==> src/design/edf_pkg.sv <==
package edf_pkg;

    localparam int TASK_SLOTS_DEF = 16;
    localparam int TIME_BITS_DEF  = 32;
    localparam int ORDER_W        = 16;
    localparam int CMD_W          = 3;
    localparam int SLOT_IN_W      = 4;
    localparam int VALUE_W        = 32;
    localparam int STATUS_W       = 2;
    localparam int OUT_SLOT_W     = 4;
    localparam int OUT_TIME_W     = 32;
    localparam int S_TDATA_W      = 40;
    localparam int M_TDATA_W      = 72;

    typedef enum logic [CMD_W-1:0] {
        OP_CREATE    = 3'd0,
        OP_TERMINATE = 3'd1,
        OP_DELAY     = 3'd2,
        OP_SET_DL    = 3'd3,
        OP_BLOCK     = 3'd4,
        OP_RELEASE   = 3'd5,
        OP_TICK      = 3'd6,
        OP_LOAD      = 3'd7
    } op_t;

    typedef enum logic [1:0] {
        WHERE_READY = 2'd0,
        WHERE_TIMER = 2'd1,
        WHERE_WAIT  = 2'd2
    } where_t;

    typedef enum logic [STATUS_W-1:0] {
        STAT_OK       = 2'd0,
        STAT_FAIL     = 2'd1,
        STAT_DEADLINE = 2'd2
    } status_t;

    typedef enum logic [2:0] {
        ST_IDLE,
        ST_CREATE_SCAN,
        ST_RELEASE,
        ST_TICK_TIMER,
        ST_TICK_WAIT,
        ST_FIND,
        ST_RESULT
    } state_t;

    typedef struct packed {
        op_t                  op;
        logic [SLOT_IN_W-1:0] slot;
        logic [VALUE_W-1:0]   value;
    } cmd_t;

    typedef struct packed {
        status_t               status;
        logic [OUT_SLOT_W-1:0] running_slot;
        logic [OUT_TIME_W-1:0] running_deadline;
        logic [OUT_TIME_W-1:0] tick_now;
        logic [OUT_SLOT_W-1:0] created_slot;
    } res_t;

endpackage

==> src/design/edf_front.sv <==
module edf_front (
    input  logic                     aclk,
    input  logic                     aresetn,
    input  logic                     s_tvalid,
    output logic                     s_tready,
    input  logic [2:0]               s_tuser,
    input  logic [39:0]              s_tdata,
    output logic                     q_valid,
    input  logic                     q_ready,
    output edf_pkg::cmd_t            q_item
);
    import edf_pkg::*;

    cmd_t       buf_reg [2];
    logic       wr_ptr_reg, wr_ptr_next;
    logic       rd_ptr_reg, rd_ptr_next;
    logic [1:0] count_reg, count_next;
    logic       push, pop;
    cmd_t       in_item;

    // decode the transfer into a command
    always_comb begin
        in_item.op    = op_t'(s_tuser);
        in_item.slot  = s_tdata[SLOT_IN_W-1:0];
        in_item.value = s_tdata[SLOT_IN_W+VALUE_W-1:SLOT_IN_W];
    end

    assign s_tready = (count_reg != 2'd2);
    assign q_valid  = (count_reg != 2'd0);
    assign q_item   = buf_reg[rd_ptr_reg];
    assign push     = s_tvalid && s_tready;
    assign pop      = q_valid && q_ready;

    always_comb begin
        wr_ptr_next = push ? ~wr_ptr_reg : wr_ptr_reg;
        rd_ptr_next = pop ? ~rd_ptr_reg : rd_ptr_reg;
        count_next  = count_reg;
        if (push && !pop) begin
            count_next = count_reg + 2'd1;
        end else if (pop && !push) begin
            count_next = count_reg - 2'd1;
        end
    end

    always_ff @(posedge aclk) begin
        if (!aresetn) begin
            wr_ptr_reg <= 1'b0;
            rd_ptr_reg <= 1'b0;
            count_reg  <= 2'd0;
        end else begin
            wr_ptr_reg <= wr_ptr_next;
            rd_ptr_reg <= rd_ptr_next;
            count_reg  <= count_next;
        end
    end

    always_ff @(posedge aclk) begin
        if (push) begin
            buf_reg[wr_ptr_reg] <= in_item;
        end
    end

endmodule

==> src/design/edf_core.sv <==
module edf_core #(
    parameter int TASK_SLOTS = edf_pkg::TASK_SLOTS_DEF,
    parameter int TIME_BITS  = edf_pkg::TIME_BITS_DEF
) (
    input  logic          aclk,
    input  logic          aresetn,
    input  logic          q_valid,
    output logic          q_ready,
    input  edf_pkg::cmd_t q_item,
    output logic          res_valid,
    input  logic          res_ready,
    output edf_pkg::res_t res
);
    import edf_pkg::*;

    localparam int SLOT_W = $clog2(TASK_SLOTS);
    localparam logic [SLOT_W-1:0] LAST = SLOT_W'(TASK_SLOTS - 1);

    logic                 used_reg  [TASK_SLOTS];
    where_t               where_reg [TASK_SLOTS];
    logic [TIME_BITS-1:0] dl_reg    [TASK_SLOTS];
    logic [TIME_BITS-1:0] wake_reg  [TASK_SLOTS];
    logic [ORDER_W-1:0]   ord_reg   [TASK_SLOTS];

    state_t               state_reg, state_next;
    cmd_t                 item_reg, item_next;
    logic [SLOT_W-1:0]    idx_reg, idx_next;
    logic [ORDER_W-1:0]   ord_cnt_reg, ord_cnt_next;
    logic [TIME_BITS-1:0] tick_reg, tick_next;
    status_t              status_reg, status_next;
    logic [SLOT_W-1:0]    created_reg, created_next;
    logic                 run_valid_reg, run_valid_next;
    logic [SLOT_W-1:0]    run_idx_reg, run_idx_next;
    logic [TIME_BITS-1:0] run_dl_reg, run_dl_next;
    logic                 srch_valid_reg, srch_valid_next;
    logic [SLOT_W-1:0]    srch_idx_reg, srch_idx_next;
    logic [TIME_BITS-1:0] srch_dl_reg, srch_dl_next;
    logic [ORDER_W-1:0]   srch_age_reg, srch_age_next;

    logic                 w_used_en, w_used, w_where_en, w_dl_en, w_wake_en, w_stamp;
    where_t               w_where;
    logic [SLOT_W-1:0]    w_idx;
    logic [TIME_BITS-1:0] w_dl, w_wake;

    logic [TIME_BITS-1:0] in_val;
    logic [ORDER_W-1:0]   cur_age;
    logic                 cand, better;

    assign in_val  = TIME_BITS'(item_reg.value);
    assign cur_age = ord_cnt_reg - ord_reg[idx_reg];
    assign cand    = used_reg[idx_reg] && (where_reg[idx_reg] == WHERE_READY);
    assign better  = cand && (!srch_valid_reg || (dl_reg[idx_reg] < srch_dl_reg) ||
                     ((dl_reg[idx_reg] == srch_dl_reg) && (cur_age > srch_age_reg)));

    always_comb begin
        state_next      = state_reg;
        item_next       = item_reg;
        idx_next        = idx_reg;
        ord_cnt_next    = ord_cnt_reg;
        tick_next       = tick_reg;
        status_next     = status_reg;
        created_next    = created_reg;
        run_valid_next  = run_valid_reg;
        run_idx_next    = run_idx_reg;
        run_dl_next     = run_dl_reg;
        srch_valid_next = 1'b0;
        srch_idx_next   = srch_idx_reg;
        srch_dl_next    = srch_dl_reg;
        srch_age_next   = srch_age_reg;
        q_ready         = 1'b0;
        res_valid       = 1'b0;
        w_used_en       = 1'b0;
        w_used          = 1'b0;
        w_where_en      = 1'b0;
        w_where         = WHERE_READY;
        w_dl_en         = 1'b0;
        w_dl            = in_val;
        w_wake_en       = 1'b0;
        w_wake          = tick_reg + in_val;
        w_stamp         = 1'b0;
        w_idx           = idx_reg;

        case (state_reg)
            ST_IDLE: begin
                if (q_valid) begin
                    q_ready      = 1'b1;
                    item_next    = q_item;
                    status_next  = STAT_OK;
                    created_next = '0;
                    idx_next     = '0;
                    w_idx        = run_idx_reg;
                    state_next   = ST_FIND;
                    case (q_item.op)
                        OP_CREATE: begin
                            state_next = ST_CREATE_SCAN;
                        end
                        OP_TERMINATE: begin
                            if (run_valid_reg) begin
                                w_used_en = 1'b1;
                            end else begin
                                status_next = STAT_FAIL;
                            end
                        end
                        OP_DELAY: begin
                            if (run_valid_reg) begin
                                w_wake     = tick_reg + TIME_BITS'(q_item.value);
                                w_wake_en  = 1'b1;
                                w_where_en = 1'b1;
                                w_where    = WHERE_TIMER;
                            end else begin
                                status_next = STAT_FAIL;
                            end
                        end
                        OP_SET_DL: begin
                            if (run_valid_reg) begin
                                w_dl       = TIME_BITS'(q_item.value);
                                w_dl_en    = 1'b1;
                                w_stamp    = 1'b1;
                            end else begin
                                status_next = STAT_FAIL;
                            end
                        end
                        OP_BLOCK: begin
                            if (run_valid_reg) begin
                                w_where_en = 1'b1;
                                w_where    = WHERE_WAIT;
                            end else begin
                                status_next = STAT_FAIL;
                            end
                        end
                        OP_RELEASE: begin
                            if (32'(q_item.slot) < 32'(TASK_SLOTS)) begin
                                idx_next   = SLOT_W'(q_item.slot);
                                state_next = ST_RELEASE;
                            end else begin
                                status_next = STAT_FAIL;
                            end
                        end
                        OP_TICK: begin
                            tick_next  = tick_reg + TIME_BITS'(1);
                            state_next = ST_TICK_TIMER;
                        end
                        OP_LOAD: begin
                            tick_next = TIME_BITS'(q_item.value);
                        end
                        default: begin
                            status_next = STAT_FAIL;
                        end
                    endcase
                end
            end
            ST_CREATE_SCAN: begin
                if (!used_reg[idx_reg]) begin
                    w_used_en    = 1'b1;
                    w_used       = 1'b1;
                    w_dl_en      = 1'b1;
                    w_stamp      = 1'b1;
                    created_next = idx_reg;
                    idx_next     = '0;
                    state_next   = ST_FIND;
                end else if (idx_reg == LAST) begin
                    status_next = STAT_FAIL;
                    idx_next    = '0;
                    state_next  = ST_FIND;
                end else begin
                    idx_next = idx_reg + SLOT_W'(1);
                end
            end
            ST_RELEASE: begin
                if (used_reg[idx_reg] && (where_reg[idx_reg] != WHERE_READY)) begin
                    w_stamp = 1'b1;
                end else begin
                    status_next = STAT_FAIL;
                end
                idx_next   = '0;
                state_next = ST_FIND;
            end
            ST_TICK_TIMER: begin
                if (used_reg[idx_reg] && (where_reg[idx_reg] == WHERE_TIMER) &&
                    ((tick_reg >= wake_reg[idx_reg]) || (tick_reg >= dl_reg[idx_reg]))) begin
                    w_stamp = 1'b1;
                end
                if (idx_reg == LAST) begin
                    idx_next   = '0;
                    state_next = ST_TICK_WAIT;
                end else begin
                    idx_next = idx_reg + SLOT_W'(1);
                end
            end
            ST_TICK_WAIT: begin
                if (used_reg[idx_reg] && (where_reg[idx_reg] == WHERE_WAIT) &&
                    (dl_reg[idx_reg] == tick_reg)) begin
                    w_stamp = 1'b1;
                end
                if (idx_reg == LAST) begin
                    idx_next   = '0;
                    state_next = ST_FIND;
                end else begin
                    idx_next = idx_reg + SLOT_W'(1);
                end
            end
            ST_FIND: begin
                srch_valid_next = srch_valid_reg || better;
                if (better) begin
                    srch_idx_next = idx_reg;
                    srch_dl_next  = dl_reg[idx_reg];
                    srch_age_next = cur_age;
                end
                if (idx_reg == LAST) begin
                    run_valid_next = srch_valid_next;
                    run_idx_next   = srch_idx_next;
                    run_dl_next    = srch_dl_next;
                    if (((item_reg.op == OP_DELAY) || (item_reg.op == OP_BLOCK)) &&
                        (status_reg == STAT_OK) && srch_valid_next &&
                        (tick_reg >= srch_dl_next)) begin
                        status_next = STAT_DEADLINE;
                    end
                    idx_next   = '0;
                    state_next = ST_RESULT;
                end else begin
                    idx_next = idx_reg + SLOT_W'(1);
                end
            end
            ST_RESULT: begin
                res_valid = 1'b1;
                if (res_ready) begin
                    state_next = ST_IDLE;
                end
            end
            default: begin
                state_next = ST_IDLE;
            end
        endcase

        if (w_stamp) begin
            ord_cnt_next = ord_cnt_reg + ORDER_W'(1);
        end
    end

    always_comb begin
        res.status           = status_reg;
        res.running_slot     = run_valid_reg ? OUT_SLOT_W'(run_idx_reg) : '0;
        res.running_deadline = run_valid_reg ? OUT_TIME_W'(run_dl_reg) : '0;
        res.tick_now         = OUT_TIME_W'(tick_reg);
        res.created_slot     = OUT_SLOT_W'(created_reg);
    end

    always_ff @(posedge aclk) begin
        if (!aresetn) begin
            state_reg      <= ST_IDLE;
            idx_reg        <= '0;
            ord_cnt_reg    <= ORDER_W'(1);
            tick_reg       <= '0;
            run_valid_reg  <= 1'b1;
            run_idx_reg    <= '0;
            run_dl_reg     <= '1;
            srch_valid_reg <= 1'b0;
            status_reg     <= STAT_OK;
            created_reg    <= '0;
        end else begin
            state_reg      <= state_next;
            idx_reg        <= idx_next;
            ord_cnt_reg    <= ord_cnt_next;
            tick_reg       <= tick_next;
            run_valid_reg  <= run_valid_next;
            run_idx_reg    <= run_idx_next;
            run_dl_reg     <= run_dl_next;
            srch_valid_reg <= srch_valid_next;
            status_reg     <= status_next;
            created_reg    <= created_next;
        end
    end

    always_ff @(posedge aclk) begin
        item_reg     <= item_next;
        srch_idx_reg <= srch_idx_next;
        srch_dl_reg  <= srch_dl_next;
        srch_age_reg <= srch_age_next;
        if (w_wake_en) begin
            wake_reg[w_idx] <= w_wake;
        end
    end

    // slot table
    always_ff @(posedge aclk) begin
        if (!aresetn) begin
            for (int i = 0; i < TASK_SLOTS; i++) begin
                used_reg[i]  <= (i == 0);
                where_reg[i] <= WHERE_READY;
                dl_reg[i]    <= (i == 0) ? '1 : '0;
                ord_reg[i]   <= '0;
            end
        end else begin
            if (w_used_en) begin
                used_reg[w_idx] <= w_used;
            end
            if (w_dl_en) begin
                dl_reg[w_idx] <= w_dl;
            end
            if (w_stamp) begin
                where_reg[w_idx] <= WHERE_READY;
                ord_reg[w_idx]   <= ord_cnt_reg;
            end else if (w_where_en) begin
                where_reg[w_idx] <= w_where;
            end
        end
    end

    a_cnt_stable_in_result: assert property (@(posedge aclk) disable iff (!aresetn)
        (state_reg == ST_RESULT) |=> $stable(ord_cnt_reg))
        else $error("stamp counter moved while result pending");

    a_fail_no_created: assert property (@(posedge aclk) disable iff (!aresetn)
        (res_valid && (res.status == STAT_FAIL)) |-> (created_reg == '0))
        else $error("failed command reports a created slot");

    a_running_is_ready: assert property (@(posedge aclk) disable iff (!aresetn)
        (res_valid && run_valid_reg) |->
            (used_reg[run_idx_reg] && (where_reg[run_idx_reg] == WHERE_READY) &&
             (dl_reg[run_idx_reg] == run_dl_reg)))
        else $error("running slot is not a ready task");

endmodule

==> src/design/edf_task_scheduler.sv <==
// earliest-deadline-first scheduler over TASK_SLOTS task slots. one command
// transfer in gives one result transfer out. a two-entry command queue takes
// transfers while the scheduler core works, so the input side stays open for up
// to two transfers while a result waits. the core walks the slot table one slot
// per cycle: a terminate, delay, set deadline, block or load command does a scan
// for the new running task, release checks the named slot and then does that
// scan, create does a free-slot scan that stops at the first free slot and then
// the running-task scan, and tick does a timer pass, a waiting pass and then the
// running-task scan, all through the single slot-table scan index.
// slot 0 holds the idle task at reset, with an all-ones deadline
module edf_task_scheduler #(
    parameter int TASK_SLOTS = edf_pkg::TASK_SLOTS_DEF,
    parameter int TIME_BITS  = edf_pkg::TIME_BITS_DEF
) (
    input  logic        aclk,
    input  logic        aresetn,
    input  logic        s_tvalid,
    output logic        s_tready,
    input  logic [2:0]  s_tuser,   // command
    input  logic [39:0] s_tdata,   // task_slot, value, zero pad
    output logic        m_tvalid,
    input  logic        m_tready,
    output logic [1:0]  m_tuser,   // status
    output logic [71:0] m_tdata    // running_slot, running_deadline, tick_now, created_slot
);
    import edf_pkg::*;

    logic q_valid, q_ready;
    cmd_t q_item;
    res_t res;

    edf_front u_front (
        .aclk     (aclk),
        .aresetn  (aresetn),
        .s_tvalid (s_tvalid),
        .s_tready (s_tready),
        .s_tuser  (s_tuser),
        .s_tdata  (s_tdata),
        .q_valid  (q_valid),
        .q_ready  (q_ready),
        .q_item   (q_item)
    );

    edf_core #(
        .TASK_SLOTS (TASK_SLOTS),
        .TIME_BITS  (TIME_BITS)
    ) u_core (
        .aclk      (aclk),
        .aresetn   (aresetn),
        .q_valid   (q_valid),
        .q_ready   (q_ready),
        .q_item    (q_item),
        .res_valid (m_tvalid),
        .res_ready (m_tready),
        .res       (res)
    );

    assign m_tuser = res.status;
    assign m_tdata = {res.created_slot, res.tick_now, res.running_deadline, res.running_slot};

endmodule

==> config.mk <==
export PLATFORM = sky130hd
export DESIGN_NAME = edf_task_scheduler
export DESIGN_NICKNAME = d
export VERILOG_FILES = /design/src/design/edf_pkg.sv /design/src/design/edf_front.sv /design/src/design/edf_core.sv /design/src/design/edf_task_scheduler.sv
export SDC_FILE = /design/constraint.sdc
export NUM_CORES = 2
export LEC_CHECK = 0
export ABC_CLOCK_PERIOD_IN_PS = 11800
export BUFFER_PORTS_ARGS = -buffer_cell sky130_fd_sc_hd__buf_4
export CAP_MARGIN = 15
export CORE_ASPECT_RATIO = 0.9
export CORE_MARGIN = 2
export CORE_UTILIZATION = 55
export CTS_CLUSTER_SIZE = 14
export DETAILED_ROUTE_END_ITERATION = 8
export GPL_ROUTABILITY_DRIVEN = 0
export PLACE_DENSITY = 0.72
export SETUP_SLACK_MARGIN = 0.5
export SLEW_MARGIN = 40
export SYNTH_ARGS = -nofsm -noshare
export SYNTH_HDL_FRONTEND = slang
export SYNTH_SLANG_ARGS = --single-unit
export TNS_END_PERCENT = 5
==> constraint.sdc <==
create_clock -name aclk -period 11.8 [get_ports aclk]
set_clock_uncertainty 0.2 [all_clocks]
set_input_delay 2.36 -clock aclk [delete_from_list [all_inputs] [get_ports aclk]]
set_output_delay 2.36 -clock aclk [all_outputs]
set_load 0.03 [all_outputs]
==> results.json <==
{
  "tritoncts": "built",
  "cap_violations": 0,
  "synth_cell_types": 72,
  "fmax_ghz": 0.100,
  "track_usage": 0.291,
  "max-slew-margin-rel": 0.418,
  "clk_path_buf_depth": 3,
  "grt_max_degree": 129,
  "rows": 127,
  "final_common_cell": "edfxtp_1",
  "combPwrFrac": 0.300,
  "drt_iter0_drc": 6254,
  "crit_required_ns": 12.29,
  "power_frac_clock": 0.286,
  "hold_ws_ns": 0.262,
  "num-nets-final": 5496,
  "cts_buffers": 161,
  "die-height_um": 352,
  "slowest_stage": "dfxtp_4",
  "routed_wl_um": 198000,
  "dp_hpwl_um": 119000,
  "wire_per_inst_um": 27.9,
  "die_area_um2": 137000,
  "crit_path_start_kind": "flop",
  "p_int_mw": 11.5,
  "io_pins": 123,
  "cts.clk_slew.worst_paths_ns": 0.06,
  "synthCells": 5091,
  "yosys_warnings": 0,
  "cp_slowest_stage_delay_ns": 0.75,
  "synthFlopType": "edfxtp_1",
  "arrival_ns": 10.44,
  "syn_area_um2": 73800,
  "cts_num_sinks": 1601,
  "synth_nets": 5366,
  "core-area_um2": 133000,
  "async_reset_ff_frac": 0,
  "synth-seq-cells": 1601,
  "yosysSeqAreaShare": 0.635,
  "status": "complete, no violations",
  "most-common-layout-cells": "edfxtp_1, nor2_1, mux4_2",
  "h-tree-depth": 4,
  "worstPathMaxFanout": 27,
  "grt_pass1_wl_um": 290000,
  "cts.root.buffer_cell": "clkbuf_16",
  "final_hold_viol_count": 0,
  "synth-edff-count": 1478,
  "hold_path.class": "flop to flop",
  "tightest_slew_ns": 0.864,
  "swShare": 0.325,
  "cts_hold_buf": 0,
  "clock_latency_ns": 0.81,
  "cts_resized": 0,
  "leakagePower_nw": 29.3,
  "via_per_inst": 6.40,
  "tns_ns": 0,
  "fin_crit_sh": 0.844,
  "crit_type": "flop to flop",
  "p_sw_mw": 5.54,
  "grt_pass1_vias": 44000,
  "antenna_found_initial": 6,
  "overflow": 0,
  "powerDensity_nw_per_um2": 207,
  "finalMaxSlewViolations": 0,
  "period_minus_slack_ns": 9.96,
  "drtAntennaViolNets": 0,
  "crit_path_end_kind": "flop",
  "vdd_drop_max_mv": 0.129,
  "drive_gt1_frac": 0.196,
  "seq_power_share": 0.414,
  "vias": 45400,
  "fp.dieW_um": 390,
  "io_buffers": 118,
  "drc": 0,
  "dr.pass1.iters": 8,
  "syn_to_final_growth_pct": 11.7,
  "finalSetupViolations": 0,
  "cts_setup_buffers": 0,
  "syn_area_per_cell_um2": 14.5,
  "rsz0062_at_grt": "no",
  "initial_core_util": 0.554
}
==> cells by family (layout without fill, tap and decap cells) <==
kind of cell / count (synthesis) / after routing / share of synthesized area
xor gates and xnor gates: 73 / 73 / 0.00866
adders and majority gates: 228 / 228 / 0.0390
buffers and inverters: 530 / 790 / 0.0276
other: 0 / 1 / 0
AOI/OAI and AO/OA: 604 / 604 / 0.0504
and+or+nand+nor: 1519 / 1519 / 0.0963
DFF: 1601 / 1601 / 0.635
muxes: 536 / 536 / 0.144
==> worst max-delay path, delay by kind of cell, from the launching register on <==
family / cells / cell delay, ns
flip-flops: 1 / 0.75
adder cells (fa/ha/maj): 3 / 0.81
multiplexers: 4 / 1.57
AND/OR/NAND/NOR: 3 / 0.30
AO/OA/AOI/OAI: 22 / 5.04
buffers and inverters: 4 / 0.94
XOR/XNOR: 1 / 0.17
==> metal layers <==
layer	share of wire	track usage	wire, µm	vias to the layer above
li1	-	-	-	19500
met1	0.40	0.422	79500	23000
met2	0.45	0.437	89300	2583
met3	0.12	0.0743	23900	364
met4	0.028	0.0870	5450	0
met5	0	0	0	-
==> Yosys cell counts, types with 40 or more instances <==
| cell | number | share of area |
|---|---|---|
| inv_1 | 208 | 0.011 |
| nand2_1 | 235 | 0.012 |
| dfxtp_1 | 123 | 0.033 |
| nor2_1 | 701 | 0.036 |
| mux2i_1 | 92 | 0.012 |
| xnor2_1 | 40 | 0.0047 |
| mux4_2 | 415 | 0.13 |
| a21oi_1 | 201 | 0.014 |
| and2_1 | 270 | 0.023 |
| nor3_1 | 51 | 0.0035 |
| edfxtp_1 | 1478 | 0.60 |
| ha_1 | 225 | 0.038 |
| nand3_1 | 58 | 0.0039 |
| clkbuf_1 | 253 | 0.013 |
| buf_1 | 52 | 0.0026 |
| nor4_1 | 45 | 0.0038 |
| o21ai_0 | 137 | 0.0093 |
| a21o_1 | 76 | 0.0077 |
==> worst paths after layout <==
| kind | from | to | slack [ns] | cells past startpoint |
|---|---|---|---|---|
| worst min-delay path | u_core.used_reg[2]$_DFF_P_ | u_core.used_reg[2]$_DFF_P_ | 0.26 | 2 |
| worst min register to register | u_core.used_reg[2]$_DFF_P_ | u_core.used_reg[2]$_DFF_P_ | 0.26 | 2 |
| worst max-delay path | flop | u_core.status_reg[0]$_SDFFE_PN0P_ | 1.84 | 37 |
| worst max register to register | flop | u_core.status_reg[0]$_SDFFE_PN0P_ | 1.84 | 37 |
==> power by group through the flow <==
stage	Clock, mW	Combinational, mW	Sequential, mW
finish	4.88	5.11	7.06
global route	5.14	5.48	7.08
CTS	4.93	5.06	7.05
detailed placement	0	5.02	7.17
global placement	0	4.88	7.16
floorplan	0	3.48	7.07
==> through the flow <==
step | util | instances | setup slack [ns] | power (mW) | cell area (µm²)
global placement | 0.580 | 6795 | 2.07 | 12.0 | 77200
global route | 0.619 | 7092 | 1.15 | 17.7 | 82400
floorplan | - | 5091 | 2.28 | 10.5 | 73800
detailed placement | 0.581 | 6797 | 1.94 | 12.2 | 77400
CTS | 0.619 | 7090 | 1.90 | 17.0 | 82400
finish | 0.619 | 7093 | 1.84 | 17.0 | 82400
==> final cells by class <==
cell class	count	area [µm²]
multi-input cells	2960	25400
repair buffers	287	2260
diodes	1	2.50
clock inverters	92	679
inverters	210	790
flip-flops and latches	1601	46900
well taps	1741	2180
clock buffers	201	4290
fillers	9685	50700
Note: power is estimated with default switching activity, not from simulation.
